$ cat config.mk
export PLATFORM = sky130hd
export DESIGN_NAME = two_hop_neighbor_finder_top
export DESIGN_NICKNAME = d
export VERILOG_FILES = /design/src/thnf_pkg.sv /design/src/two_hop_neighbor_finder_top.sv /design/src/thnf_ctrl.sv /design/src/thnf_dp.sv
export VERILOG_INCLUDE_DIRS = /design/src /design/src/src
export SDC_FILE = /design/constraint.sdc
export NUM_CORES = 2
export LEC_CHECK = 0
export BUFFER_PORTS_ARGS = -buffer_cell sky130_fd_sc_hd__buf_2
export CORE_ASPECT_RATIO = 0.7
export CORE_MARGIN = 8
export CORE_UTILIZATION = 40
export DETAILED_ROUTE_END_ITERATION = 7
export GPL_ROUTABILITY_DRIVEN = 0
export SYNTH_ARGS = -nofsm -noshare
export SYNTH_HDL_FRONTEND = slang
export SYNTH_SLANG_ARGS = --single-unit
$ cat constraint.sdc
create_clock -name clk -period 12.7 [get_ports clk]
set_clock_uncertainty 0.05 [all_clocks]
set_input_delay 2.54 -clock clk [delete_from_list [all_inputs] [get_ports clk]]
set_output_delay 2.54 -clock clk [all_outputs]
set_load 0.03 [all_outputs]
$ cat src/assert_macros.svh
// Assertion macros used by the top-level RTL file.
`ifndef ASSERT_MACROS_SVH
`define ASSERT_MACROS_SVH

// Same-cycle implication, sampled on clk, off while arst_n is low.
`define CHK_IMP(lbl, ante, cons, msg) \
	lbl: assert property (@(posedge clk) disable iff (!arst_n) (ante) |-> (cons)) \
		else $error(msg);

// Next-cycle implication, sampled on clk, off while arst_n is low.
`define CHK_NXT(lbl, ante, cons, msg) \
	lbl: assert property (@(posedge clk) disable iff (!arst_n) (ante) |=> (cons)) \
		else $error(msg);

`endif

$ cat src/thnf_pkg.sv
// Types and constants of the two-hop neighbor finder.
`default_nettype none

package thnf_pkg;

	localparam int NODE_W   = 4;
	localparam int NODE_SPAN = 1 << NODE_W;
	localparam int FUNC_W   = 2;
	localparam int STATUS_W = 2;
	localparam int CNT_W    = 5;
	localparam logic [CNT_W-1:0] NODE_COUNT_RST = 5'd16;

	typedef enum logic [FUNC_W-1:0] {
		FN_ADD   = 2'd0,
		FN_QUERY = 2'd1,
		FN_CLEAR = 2'd2
	} func_t;

	typedef enum logic [STATUS_W-1:0] {
		ST_OK    = 2'd0,
		ST_FULL  = 2'd1,
		ST_RANGE = 2'd2
	} status_t;

	typedef enum logic {
		EMIT_STATUS = 1'b0,
		EMIT_PEND   = 1'b1
	} emit_sel_t;

	typedef struct packed {
		logic      load;
		logic      rd_a;
		logic      rd_b;
		logic      wr_a;
		logic      wr_b;
		logic      clr_graph;
		logic      q_init;
		logic      clr_i;
		logic      mark_dir;
		logic      issue_t;
		logic      take_f;
		logic      issue_h;
		logic      hop;
		logic      emit;
		emit_sel_t emit_sel;
		status_t   status;
	} cmd_t;

	typedef struct packed {
		func_t func;
		logic  valid_a;
		logic  valid_b;
		logic  full;
		logic  more_t;
		logic  more_f;
	} sts_t;

endpackage

`default_nettype wire

$ cat src/two_hop_neighbor_finder_top.sv
// An add reads both degrees, checks that no list is full, then writes both lists;
// clear, bad index and unused code answer from decode. A query reads the list of t,
// then that of each neighbor f, through the one read port of the neighbor-list memory.
// One request at a time: the next is taken in the cycle of the final result.
// Results are one-cycle strobes; the receiver cannot stall them.
// Reset empties the graph and sets node_count to 16; list memory needs no clearing.
`default_nettype none
`include "assert_macros.svh"

module two_hop_neighbor_finder_top #(
	parameter int NODES      = 16,
	parameter int MAX_DEGREE = 16
) (
	input  logic                            clk,
	input  logic                            arst_n,
	input  logic                            start,
	output logic                            busy,
	input  logic [thnf_pkg::FUNC_W-1:0]     func,
	input  logic [thnf_pkg::NODE_W-1:0]     node_a,
	input  logic [thnf_pkg::NODE_W-1:0]     node_b,
	input  logic                            cfg_we,
	input  logic [thnf_pkg::CNT_W-1:0]      cfg_wdata,
	output logic                            strobe,
	output logic [thnf_pkg::STATUS_W-1:0]   status,
	output logic                            found,
	output logic [thnf_pkg::NODE_W-1:0]     node,
	output logic                            last
);
	import thnf_pkg::*;

	cmd_t cmd;
	sts_t sts;

	thnf_ctrl u_ctrl (
		.clk    (clk),
		.arst_n (arst_n),
		.start  (start),
		.busy   (busy),
		.sts    (sts),
		.cmd    (cmd)
	);

	thnf_dp #(
		.NODES      (NODES),
		.MAX_DEGREE (MAX_DEGREE)
	) u_dp (
		.clk       (clk),
		.arst_n    (arst_n),
		.func      (func),
		.node_a    (node_a),
		.node_b    (node_b),
		.cfg_we    (cfg_we),
		.cfg_wdata (cfg_wdata),
		.cmd       (cmd),
		.sts       (sts),
		.strobe    (strobe),
		.status    (status),
		.found     (found),
		.node      (node),
		.last      (last)
	);

	`CHK_NXT(a_accept_busy, start && !busy, busy, "request accepted but block not busy")
	`CHK_IMP(a_last_idle, strobe && last, !busy, "final result while still busy")
	`CHK_IMP(a_mid_busy, strobe && !last, busy, "intermediate result while idle")
	`CHK_IMP(a_found_ok, strobe && found, status == ST_OK, "found result with error status")
	`CHK_IMP(a_nofound_last, strobe && !found, last, "empty result not marked last")

endmodule

`default_nettype wire

$ cat src/thnf_ctrl.sv
// Controller state machine of the two-hop neighbor finder.
`default_nettype none

module thnf_ctrl (
	input  logic            clk,
	input  logic            arst_n,
	input  logic            start,
	output logic            busy,
	input  thnf_pkg::sts_t  sts,
	output thnf_pkg::cmd_t  cmd
);
	import thnf_pkg::*;

	typedef enum logic [10:0] {
		S_IDLE    = 11'b000_0000_0001,
		S_DEC     = 11'b000_0000_0010,
		S_ADD_B   = 11'b000_0000_0100,
		S_ADD_CHK = 11'b000_0000_1000,
		S_ADD_W1  = 11'b000_0001_0000,
		S_ADD_W2  = 11'b000_0010_0000,
		S_QD      = 11'b000_0100_0000,
		S_QF      = 11'b000_1000_0000,
		S_QF2     = 11'b001_0000_0000,
		S_QH      = 11'b010_0000_0000,
		S_FIN     = 11'b100_0000_0000
	} state_t;

	state_t state_q;
	state_t state_nxt;

	always_ff @(posedge clk or negedge arst_n) begin
		if (!arst_n) begin
			state_q <= S_IDLE;
		end else begin
			state_q <= state_nxt;
		end
	end

	assign busy = (state_q != S_IDLE);

	always_comb begin
		cmd       = '0;
		state_nxt = state_q;
		unique case (state_q)
			S_IDLE: begin
				if (start) begin
					cmd.load  = 1'b1;
					state_nxt = S_DEC;
				end
			end
			S_DEC: begin
				cmd.rd_a = 1'b1;
				unique case (sts.func)
					FN_ADD: begin
						if (sts.valid_a && sts.valid_b) begin
							state_nxt = S_ADD_B;
						end else begin
							cmd.emit   = 1'b1;
							cmd.status = ST_RANGE;
							state_nxt  = S_IDLE;
						end
					end
					FN_QUERY: begin
						if (sts.valid_a) begin
							cmd.q_init = 1'b1;
							cmd.clr_i  = 1'b1;
							state_nxt  = S_QD;
						end else begin
							cmd.emit   = 1'b1;
							cmd.status = ST_RANGE;
							state_nxt  = S_IDLE;
						end
					end
					FN_CLEAR: begin
						cmd.clr_graph = 1'b1;
						cmd.emit      = 1'b1;
						cmd.status    = ST_OK;
						state_nxt     = S_IDLE;
					end
					default: begin
						cmd.emit   = 1'b1;
						cmd.status = ST_OK;
						state_nxt  = S_IDLE;
					end
				endcase
			end
			S_ADD_B: begin
				cmd.rd_b  = 1'b1;
				state_nxt = S_ADD_CHK;
			end
			S_ADD_CHK: begin
				if (sts.full) begin
					cmd.emit   = 1'b1;
					cmd.status = ST_FULL;
					state_nxt  = S_IDLE;
				end else begin
					state_nxt = S_ADD_W1;
				end
			end
			S_ADD_W1: begin
				cmd.wr_a  = 1'b1;
				state_nxt = S_ADD_W2;
			end
			S_ADD_W2: begin
				cmd.wr_b   = 1'b1;
				cmd.emit   = 1'b1;
				cmd.status = ST_OK;
				state_nxt  = S_IDLE;
			end
			S_QD: begin
				cmd.mark_dir = 1'b1;
				if (sts.more_t) begin
					cmd.issue_t = 1'b1;
				end else begin
					cmd.clr_i = 1'b1;
					state_nxt = S_QF;
				end
			end
			S_QF: begin
				if (sts.more_t) begin
					cmd.issue_t = 1'b1;
					state_nxt   = S_QF2;
				end else begin
					state_nxt = S_FIN;
				end
			end
			S_QF2: begin
				cmd.take_f = 1'b1;
				state_nxt  = S_QH;
			end
			S_QH: begin
				cmd.hop = 1'b1;
				if (sts.more_f) begin
					cmd.issue_h = 1'b1;
				end else begin
					state_nxt = S_QF;
				end
			end
			S_FIN: begin
				cmd.emit     = 1'b1;
				cmd.emit_sel = EMIT_PEND;
				cmd.status   = ST_OK;
				state_nxt    = S_IDLE;
			end
			default: begin
				state_nxt = S_IDLE;
			end
		endcase
	end

endmodule

`default_nettype wire

$ cat src/thnf_dp.sv
// Datapath of the two-hop neighbor finder: lists, degrees, marks and results.
`default_nettype none

module thnf_dp #(
	parameter int NODES      = 16,
	parameter int MAX_DEGREE = 16
) (
	input  logic                            clk,
	input  logic                            arst_n,
	input  logic [thnf_pkg::FUNC_W-1:0]     func,
	input  logic [thnf_pkg::NODE_W-1:0]     node_a,
	input  logic [thnf_pkg::NODE_W-1:0]     node_b,
	input  logic                            cfg_we,
	input  logic [thnf_pkg::CNT_W-1:0]      cfg_wdata,
	input  thnf_pkg::cmd_t                  cmd,
	output thnf_pkg::sts_t                  sts,
	output logic                            strobe,
	output logic [thnf_pkg::STATUS_W-1:0]   status,
	output logic                            found,
	output logic [thnf_pkg::NODE_W-1:0]     node,
	output logic                            last
);
	import thnf_pkg::*;

	localparam int ROWS  = (NODES < NODE_SPAN) ? NODES : NODE_SPAN;
	localparam int ROW_W = $clog2(ROWS);
	localparam int IW    = (MAX_DEGREE > 1) ? $clog2(MAX_DEGREE) : 1;
	localparam int DEG_W = $clog2(MAX_DEGREE + 1);
	localparam int AW    = ROW_W + IW;
	localparam int DEPTH = 1 << AW;
	localparam logic [DEG_W-1:0]  MAX_DEG = DEG_W'(MAX_DEGREE);
	localparam logic [NODE_W:0]   ROW_LIM = (NODE_W + 1)'(ROWS);

	func_t                   func_q;
	logic [NODE_W-1:0]       a_q;
	logic [NODE_W-1:0]       b_q;
	logic [CNT_W-1:0]        node_count_q;
	logic [DEG_W-1:0]        degree_q [ROWS];
	logic [DEG_W-1:0]        deg_a_q;
	logic [DEG_W-1:0]        deg_b_q;
	logic [DEG_W-1:0]        i_q;
	logic [DEG_W-1:0]        j_q;
	logic [NODE_W-1:0]       f_q;
	logic [NODE_SPAN-1:0]    dir_mark_q;
	logic [NODE_SPAN-1:0]    emit_mark_q;
	logic                    pend_valid_q;
	logic [NODE_W-1:0]       pend_node_q;
	logic                    rv_s1;
	logic [NODE_W-1:0]       rdata_s1;
	logic [NODE_W-1:0]       mem [DEPTH];

	logic                    strobe_q;
	logic [STATUS_W-1:0]     status_q;
	logic                    found_q;
	logic [NODE_W-1:0]       node_q;
	logic                    last_q;

	logic [ROW_W-1:0]        deg_idx;
	logic [DEG_W-1:0]        deg_rd;
	logic [DEG_W:0]          self_sum;
	logic                    hop_hit;
	logic                    mem_we;
	logic [AW-1:0]           waddr;
	logic [NODE_W-1:0]       wdata;
	logic [AW-1:0]           raddr;

	function automatic logic node_ok(input logic [NODE_W-1:0] x,
	                                 input logic [CNT_W-1:0] cnt);
		node_ok = ({1'b0, x} < cnt) && ({1'b0, x} < ROW_LIM);
	endfunction

	always_comb begin
		if (cmd.take_f) begin
			deg_idx = rdata_s1[ROW_W-1:0];
		end else if (cmd.rd_b || cmd.wr_b) begin
			deg_idx = b_q[ROW_W-1:0];
		end else begin
			deg_idx = a_q[ROW_W-1:0];
		end
	end

	assign deg_rd   = degree_q[deg_idx];
	assign self_sum = {1'b0, deg_a_q} + (DEG_W + 1)'(2);

	assign sts.func    = func_q;
	assign sts.valid_a = node_ok(a_q, node_count_q);
	assign sts.valid_b = node_ok(b_q, node_count_q);
	assign sts.full    = (a_q == b_q) ? (self_sum > {1'b0, MAX_DEG})
	                                  : ((deg_a_q >= MAX_DEG) || (deg_b_q >= MAX_DEG));
	assign sts.more_t  = (i_q < deg_a_q);
	assign sts.more_f  = (j_q < deg_b_q);

	assign hop_hit = cmd.hop && rv_s1 && (rdata_s1 != a_q)
	                 && !dir_mark_q[rdata_s1] && !emit_mark_q[rdata_s1];

	assign mem_we = cmd.wr_a || cmd.wr_b;
	assign waddr  = cmd.wr_a ? {a_q[ROW_W-1:0], deg_a_q[IW-1:0]}
	                         : {b_q[ROW_W-1:0], deg_rd[IW-1:0]};
	assign wdata  = cmd.wr_a ? b_q : a_q;
	assign raddr  = cmd.issue_t ? {a_q[ROW_W-1:0], i_q[IW-1:0]}
	                            : {f_q[ROW_W-1:0], j_q[IW-1:0]};

	always_ff @(posedge clk) begin
		if (mem_we) begin
			mem[waddr] <= wdata;
		end
	end

	always_ff @(posedge clk) begin
		rdata_s1 <= mem[raddr];
	end

	always_ff @(posedge clk) begin
		if (cmd.load) begin
			func_q <= func_t'(func);
			a_q    <= node_a;
			b_q    <= node_b;
		end
		if (cmd.rd_a) begin
			deg_a_q <= deg_rd;
		end
		if (cmd.rd_b) begin
			deg_b_q <= deg_rd;
		end else if (cmd.take_f) begin
			deg_b_q <= deg_rd;
		end
		if (cmd.take_f) begin
			f_q <= rdata_s1;
		end
		if (hop_hit) begin
			pend_node_q <= rdata_s1;
		end
	end

	always_ff @(posedge clk or negedge arst_n) begin
		if (!arst_n) begin
			node_count_q <= NODE_COUNT_RST;
			for (int k = 0; k < ROWS; k++) begin
				degree_q[k] <= '0;
			end
			i_q          <= '0;
			j_q          <= '0;
			dir_mark_q   <= '0;
			emit_mark_q  <= '0;
			pend_valid_q <= 1'b0;
			rv_s1        <= 1'b0;
		end else begin
			if (cfg_we) begin
				node_count_q <= cfg_wdata;
			end
			if (cmd.clr_graph) begin
				for (int k = 0; k < ROWS; k++) begin
					degree_q[k] <= '0;
				end
			end else if (cmd.wr_a) begin
				degree_q[a_q[ROW_W-1:0]] <= deg_a_q + DEG_W'(1);
			end else if (cmd.wr_b) begin
				degree_q[deg_idx] <= deg_rd + DEG_W'(1);
			end
			if (cmd.clr_i) begin
				i_q <= '0;
			end else if (cmd.issue_t) begin
				i_q <= i_q + DEG_W'(1);
			end
			if (cmd.take_f) begin
				j_q <= '0;
			end else if (cmd.issue_h) begin
				j_q <= j_q + DEG_W'(1);
			end
			rv_s1 <= cmd.issue_t || cmd.issue_h;
			if (cmd.q_init) begin
				dir_mark_q   <= '0;
				emit_mark_q  <= '0;
				pend_valid_q <= 1'b0;
			end else begin
				if (cmd.mark_dir && rv_s1) begin
					dir_mark_q[rdata_s1] <= 1'b1;
				end
				if (hop_hit) begin
					emit_mark_q[rdata_s1] <= 1'b1;
					pend_valid_q          <= 1'b1;
				end
			end
		end
	end

	always_ff @(posedge clk or negedge arst_n) begin
		if (!arst_n) begin
			strobe_q <= 1'b0;
		end else begin
			strobe_q <= cmd.emit || (hop_hit && pend_valid_q);
		end
	end

	always_ff @(posedge clk) begin
		if (cmd.emit) begin
			unique case (cmd.emit_sel)
				EMIT_STATUS: begin
					status_q <= cmd.status;
					found_q  <= 1'b0;
					node_q   <= '0;
					last_q   <= 1'b1;
				end
				EMIT_PEND: begin
					status_q <= ST_OK;
					found_q  <= pend_valid_q;
					node_q   <= pend_valid_q ? pend_node_q : '0;
					last_q   <= 1'b1;
				end
				default: begin
					status_q <= ST_OK;
					found_q  <= 1'b0;
					node_q   <= '0;
					last_q   <= 1'b1;
				end
			endcase
		end else if (hop_hit && pend_valid_q) begin
			status_q <= ST_OK;
			found_q  <= 1'b1;
			node_q   <= pend_node_q;
			last_q   <= 1'b0;
		end
	end

	assign strobe = strobe_q;
	assign status = status_q;
	assign found  = found_q;
	assign node   = node_q;
	assign last   = last_q;

endmodule

`default_nettype wire

Word-level counts from Yosys, hierarchy flattened
Memories as Yosys holds them, arrays and structs flattened. A register that Yosys moved wholly into a read port is not among the register bits.
Cells that the tools add are included.
{"block": "word_totals", "regBits": 177, "ram_bits": 1024, "input_bits": 19, "out_inout_bits": 10, "elab_cells": 193, "memories": 1}
{"memory": "u_dp.mem", "words": 256, "width": 4, "rd": 1, "rd_ports_with_merged_regs": 1, "wr": 1, "line_no": "thnf_dp.sv:50", "rtl": "logic [NODE_W-1:0] mem [DEPTH];"}
{"block": "classes", "n_addsub": 5, "order_cmp": 13, "eq_ne": 19, "mux": 86, "bitwise_logic": 5, "n_reduce_logical": 28}
{"operator": "$mux 80", "n": 3}
{"operator": "$bwmux 80", "n": 2}
{"operator": "$pmux 11 s9", "n": 1}
{"operator": "$mux 16", "n": 4}
{"operator": "$mux 5", "n": 11}
{"operator": "$mux 11", "n": 4}
{"operator": "$demux 5 s4", "n": 2}
{"operator": "$or 16x16->16", "n": 2}
{"operator": "$mux 1", "n": 28}
{"operator": "$mux 4", "n": 6}
{"operator": "$add 5x1->5 const B", "n": 4}
{"operator": "$bmux 5 s4", "n": 1}
{"operator": "$ge 5x5->1 const B", "n": 4}
{"operator": "$mux 2", "n": 8}
{"operator": "$mux 8", "n": 2}
{"operator": "$pmux 7 s2", "n": 1}
{"operator": "$pmux 2 s2", "n": 3}
{"operator": "$reduce_bool 2->1", "n": 6}
{"operator": "$eq 11x1->1 const B", "n": 1}
{"operator": "$eq 11x10->1 const B", "n": 1}
{"operator": "$eq 11x11->1 const B", "n": 1}
{"operator": "$eq 11x2->1 const B", "n": 1}
{"operator": "$eq 11x3->1 const B", "n": 1}
{"operator": "$eq 11x4->1 const B", "n": 1}
{"operator": "other kinds (34)", "n": 58}

Logic depth before layout (Yosys ltp)
{"block": "logic_depth", "depth_word": 14, "mapped_depth": 17, "mapped_depth_nobuf": 13}

Modules after synthesis
A second synthesis with hierarchy kept.
{"block": "hier_totals", "cells_unflattened": 3976, "area_unflattened_um2": 51589.5}
{"module": "thnf_dp", "n_inst": 1, "cells_each": 3895, "area_per_inst_um2": 50857.5, "seq_area_each_um2": 35155.0}
{"module": "thnf_ctrl", "n_inst": 1, "cells_each": 81, "area_per_inst_um2": 732.0, "seq_area_each_um2": 276.5}

Least setup slack after synthesis
No wires, ideal clock.
{"block": "synth_timing", "path_kind": "register -> register", "start": "register u_ctrl.state_q[10]", "end": "memory u_dp.mem[0][1], data pin", "setup_ns": 2.189, "t_arrival_ns": 11.438, "required_time_ns": 10.461, "setup_slack_ns": -0.977, "path_stages_with_launch": 6, "n_path_buf": 1, "synth_period_minus_slack_ns": 13.677, "cell_sequence": "dfrtp_1 -> or4_1 -> nor2_1 -> nand4_1 -> clkbuf_1 -> o21ai_0"}
{"block": "synth_between", "elab_chain_cells": 3}
{"element": "from (decl)", "line_no": "thnf_ctrl.sv:28", "rtl": "state_t state_q;"}
{"element": "from (signal assigned)", "line_no": "thnf_ctrl.sv:35", "rtl": "state_q <= state_nxt;"}
{"element": "$eq 11x5->1", "line_no": "thnf_ctrl.sv:44", "rtl": "unique case (state_q)"}
{"element": "$mux 1", "line_no": "thnf_ctrl.sv:44"}
{"element": "$mux 4", "line_no": "thnf_dp.sv:99", "rtl": "assign wdata = cmd.wr_a ? b_q : a_q;"}
{"element": "net u_dp.wdata[1]", "line_no": "thnf_dp.sv:64", "rtl": "logic [NODE_W-1:0] wdata;"}
{"element": "to (decl)", "line_no": "thnf_dp.sv:50"}
The timed path passes the listed nets, and every way through them passes these cells.

Worst setup path after layout
{"block": "layout_timing", "start": "register u_dp.i_q[2]", "end": "register u_dp.rdata_s1[0] (read register of u_dp.mem)"}
{"block": "layout_between", "elab_chain_cells": 4}
{"element": "from (decl)", "line_no": "thnf_dp.sv:41", "rtl": "logic [DEG_W-1:0] i_q;"}
{"element": "from (signal assigned)", "line_no": "thnf_dp.sv:163", "rtl": "i_q <= i_q + DEG_W'(1);"}
{"element": "$lt 5x5->1", "line_no": "thnf_dp.sv:90", "rtl": "assign sts.more_t = (i_q < deg_a_q);"}
{"element": "$mux 1", "line_no": "thnf_ctrl.sv:112, thnf_ctrl.sv:120"}
{"element": "$mux 1"}
{"element": "$mux 8 *", "line_no": "thnf_dp.sv:100", "rtl": "assign raddr = cmd.issue_t ? {a_q[ROW_W-1:0], i_q[IW-1:0]}"}
{"element": "to (decl)", "line_no": "thnf_dp.sv:49", "rtl": "logic [NODE_W-1:0] rdata_s1;"}
Every way passes the cells marked *; elsewhere a longest branch is shown, timed or not.
A chain may end at the register's enable or synchronous reset.

==> results.yml <==
setup_path:
  path_class: "flip-flop to flip-flop"
  path_buf_inv: 4
  worst-r2r-setup-slack_ns: 6.11
  critPathCaptureType: "flip-flop"
  required_ns: 13.25
  reg2reg_depth: 15
  r2r-start: "u_dp.i_q[2]"
  slowest_stage: "buf_4"
  cpLargestDelayFamily: "buffers and inverters"
  critPathMostFrequentCell: "buf_4"
  start_kind: "flip-flop"
  crit_chain: "ha_1 > a21o_1 > a31oi_1 > o211a_1 > buf_4 > mux2_8 > buf_4 > buf_4 > buf_4 > mux2i_1 > o22ai_1 > o21ai_0 > nand4_1 > nor2_1 > nand3_1"
  rr_endpoint: "u_dp.rdata_s1[0]"
  arrival_ns: 7.14
  crit_path_max_incr_delay_ns: 0.93
  crit_path_max_fanout: 113
sta:
  holdWs_ns: 0.4141
  slew_violations: 0
  fin_crit_sh_pct: 51.89
  relSlewSlack_pct: 14.42
  fin_ws_ns: 6.111
  setup_viol: 0
  hold_viol_final: 0
  worst_slew_pin_slew_ns: 1.278
  min_period_ns: 6.589
  rsz0062_at_grt: "false"
  max_freq_mhz: 151.8
synth:
  synth_area_per_cell_um2: 12.53
  yosys-top-cells-count: "edfxtp_1, nand2_1, nor2_1, nand3_1, mux2i_1"
  synth_area_um2: 50570
  synthesis.nets: 4073
  synth_cell_types: 72
  synth_top_area_cell: "edfxtp_1"
  synth_seq_area_share_pct: 70.06
  yosysWarnings: 0
  synthArstFlopShare_pct: 11.70
  ys_ff_latch: 1205
  synthFlopType: "edfxtp_1"
  synth_top_area_share_pct: 62.88
  synth_edf_count: 1059
  synthCells: 4036
  synthTopCellsByArea: "edfxtp_1, dfrtp_1, nand2_1, mux2i_1, nor2_1"
  synth.most_common_cell: "edfxtp_1"
cells_and_area:
  area_growth_pct: 11.18
  fin_util_pct: 44.66
  drive_gt1_share_pct: 8.244
  layout.nets: 4033
  regArea_um2: 35430
  multi_input_area_um2: 14260
  layout.cells.non_filler: 5754
  fillers: 11370
  design_area_um2: 56220
global_routing:
  grt_max_degree: 192
  antenna_found_initial: 2
  grt-ovfl-total: 0
  grt_pass1_vias: 31810
  grt_pass1_wl_um: 213000
  track_usage_pct: 20.21
die:
  num_rows: 109
  die_h_um: 313.5
  initial_core_util_pct: 40.17
  core_um2: 125900
  die_w_um: 441.0
  io_pins: 29
  fp.dieArea_um2: 138200
placed_design:
  port-buffer-count: 28
  dp_hpwl_um: 88830
  dp_cells: 5550
  dp_slack_ns: 6.113
  postPlaceCellArea_um2: 52620
worst_hold_path:
  holdPathEnd: "u_dp.last"
  hp-class: "flip-flop to flip-flop"
  worstHoldPathCells: 2
  hp-start: "u_dp.last"
clocking:
  clk_pin_slew_ns: 0.07
  cts_resized: 0
  postCtsHoldBufs: 0
  cts_tree: "built"
  numCtsBuffers: 109
  cts.htree.levels: 3
  cts_root_buf: "clkbuf_16"
  insertion_delay_ns: 0.74
  clkSinkCount: 1205
  clk_path_buf_depth: 3
  cts_setup_buffers: 0
drt:
  drt-initial-drc-count: 4358
  firstDrtPassIters: 7
  vias: 33520
  final_antenna_net_count: 0
  drc_errors: 0
  wl_per_cell_um: 24.99
  vias_per_cell: 5.825
  wirelength_um: 143800
flow_run:
  max-cap-violations: 0
outcome:
  status: "complete, no violations"
power_and_ir_drop:
  p_leak_uw: 0.01868
  power_density_nw_per_um2: 156.2
  vdd_drop_max_mv: 0.1228
## registers in the layout, indices dropped and copies added (netlist names), 5 cells and up
name and count:
u_dp.mem 1024, u_dp.degree_q 80, u_dp.dir_mark_q 16, u_dp.emit_mark_q 16, u_ctrl.state_q 11, u_dp.deg_a_q 5, u_dp.deg_b_q 5, u_dp.i_q 5
u_dp.j_q 5, u_dp.node_count_q 5
## per-layer routing
| metal | global-route usage (%) | wire length (µm) | vias up |
|---|---|---|---|
| met5 | 0 | 0 | - |
| met4 | 5.399 | 3246 | 0 |
| met3 | 4.309 | 14330 | 230 |
| met2 | 28.18 | 59990 | 1719 |
| met1 | 31.70 | 66220 | 16690 |
| li1 | - | - | 14880 |
## per-stage QoR
| step | TNS (ns) | power, µW |
|---|---|---|
| after floorplan | -500.16 | 5141 |
| after global placement | 0 | 5477 |
| after detailed placement | 0 | 5477 |
| after CTS | 0 | 8805 |
| after global routing | 0 | 9016 |
| final | 0 | 8783 |
## placed cells by master (no fill, tap or decap), types with 18 or more instances in the layout
master	instances
nor3_1	37
nand3_1	263
a31oi_1	73
a22oi_1	54
ha_1	18
nand2_1	716
dfrtp_1	139
a21oi_1	156
mux2i_1	249
nand4_1	81
clkbuf_16	110
buf_4	72
o21ai_0	110
and3_1	29
o22ai_1	91
edfxtp_1	1059
clkinv_2	27
buf_2	27
inv_1	31
nor2_1	398
## worst max path at each step
stage                       startpoint               end  slack, ns  cells past startpoint
floorplan           u_ctrl.state_q[10]    u_dp.mem[0][1]      -0.98                      5
global placement           u_dp.i_q[2]  u_dp.rdata_s1[3]       6.27                     15
detailed placement         u_dp.i_q[2]  u_dp.rdata_s1[2]       6.11                     15
CTS                        u_dp.i_q[2]  u_dp.rdata_s1[0]       6.10                     15
global route               u_dp.i_q[2]  u_dp.rdata_s1[0]       5.64                     15
finish                     u_dp.i_q[2]  u_dp.rdata_s1[0]       6.11                     15
## kinds of logic (layout without fill, tap and decap cells)
family                     Yosys count  after routing  share of synthesized area, %
AOI/OAI and AO/OA                  616            616                         7.628
DFF                               1205           1205                         70.06
buffers and inverters              285            337                         2.294
other                                0              1                             0
and+or+nand+nor                   1631           1631                         14.02
xor gates and xnor gates            22             22                        0.3810
muxes                              259            259                         5.166
adders and majority gates           18             18                        0.4454
## power by group
group / internal [µW] / switching [µW]
logic: 161 / 717
clock network: 1860 / 1510
registers: 4490 / 44.6
## worst register-to-register path, delay by kind of cell, from the launching register on
kind | cells | cell delay, ns
buffers and inverters | 4 | 2.82
multiplexers | 2 | 1.19
adder cells (fa/ha/maj) | 1 | 0.34
flip-flops | 1 | 0.70
AND/OR/NAND/NOR | 3 | 0.40
AO/OA/AOI/OAI | 5 | 0.96
## final cells by class
type | instances | area share (%)
diodes | 1 | 0.004451
clock buffers | 123 | 5.000
clock inverters | 80 | 1.400
inverters | 32 | 0.2136
multi-input cells | 2546 | 25.37
flip-flops and latches | 1205 | 63.02
well taps | 1665 | 3.705
repair buffers | 102 | 1.293
No activity file was read; power rests on OpenSTA's default activity.
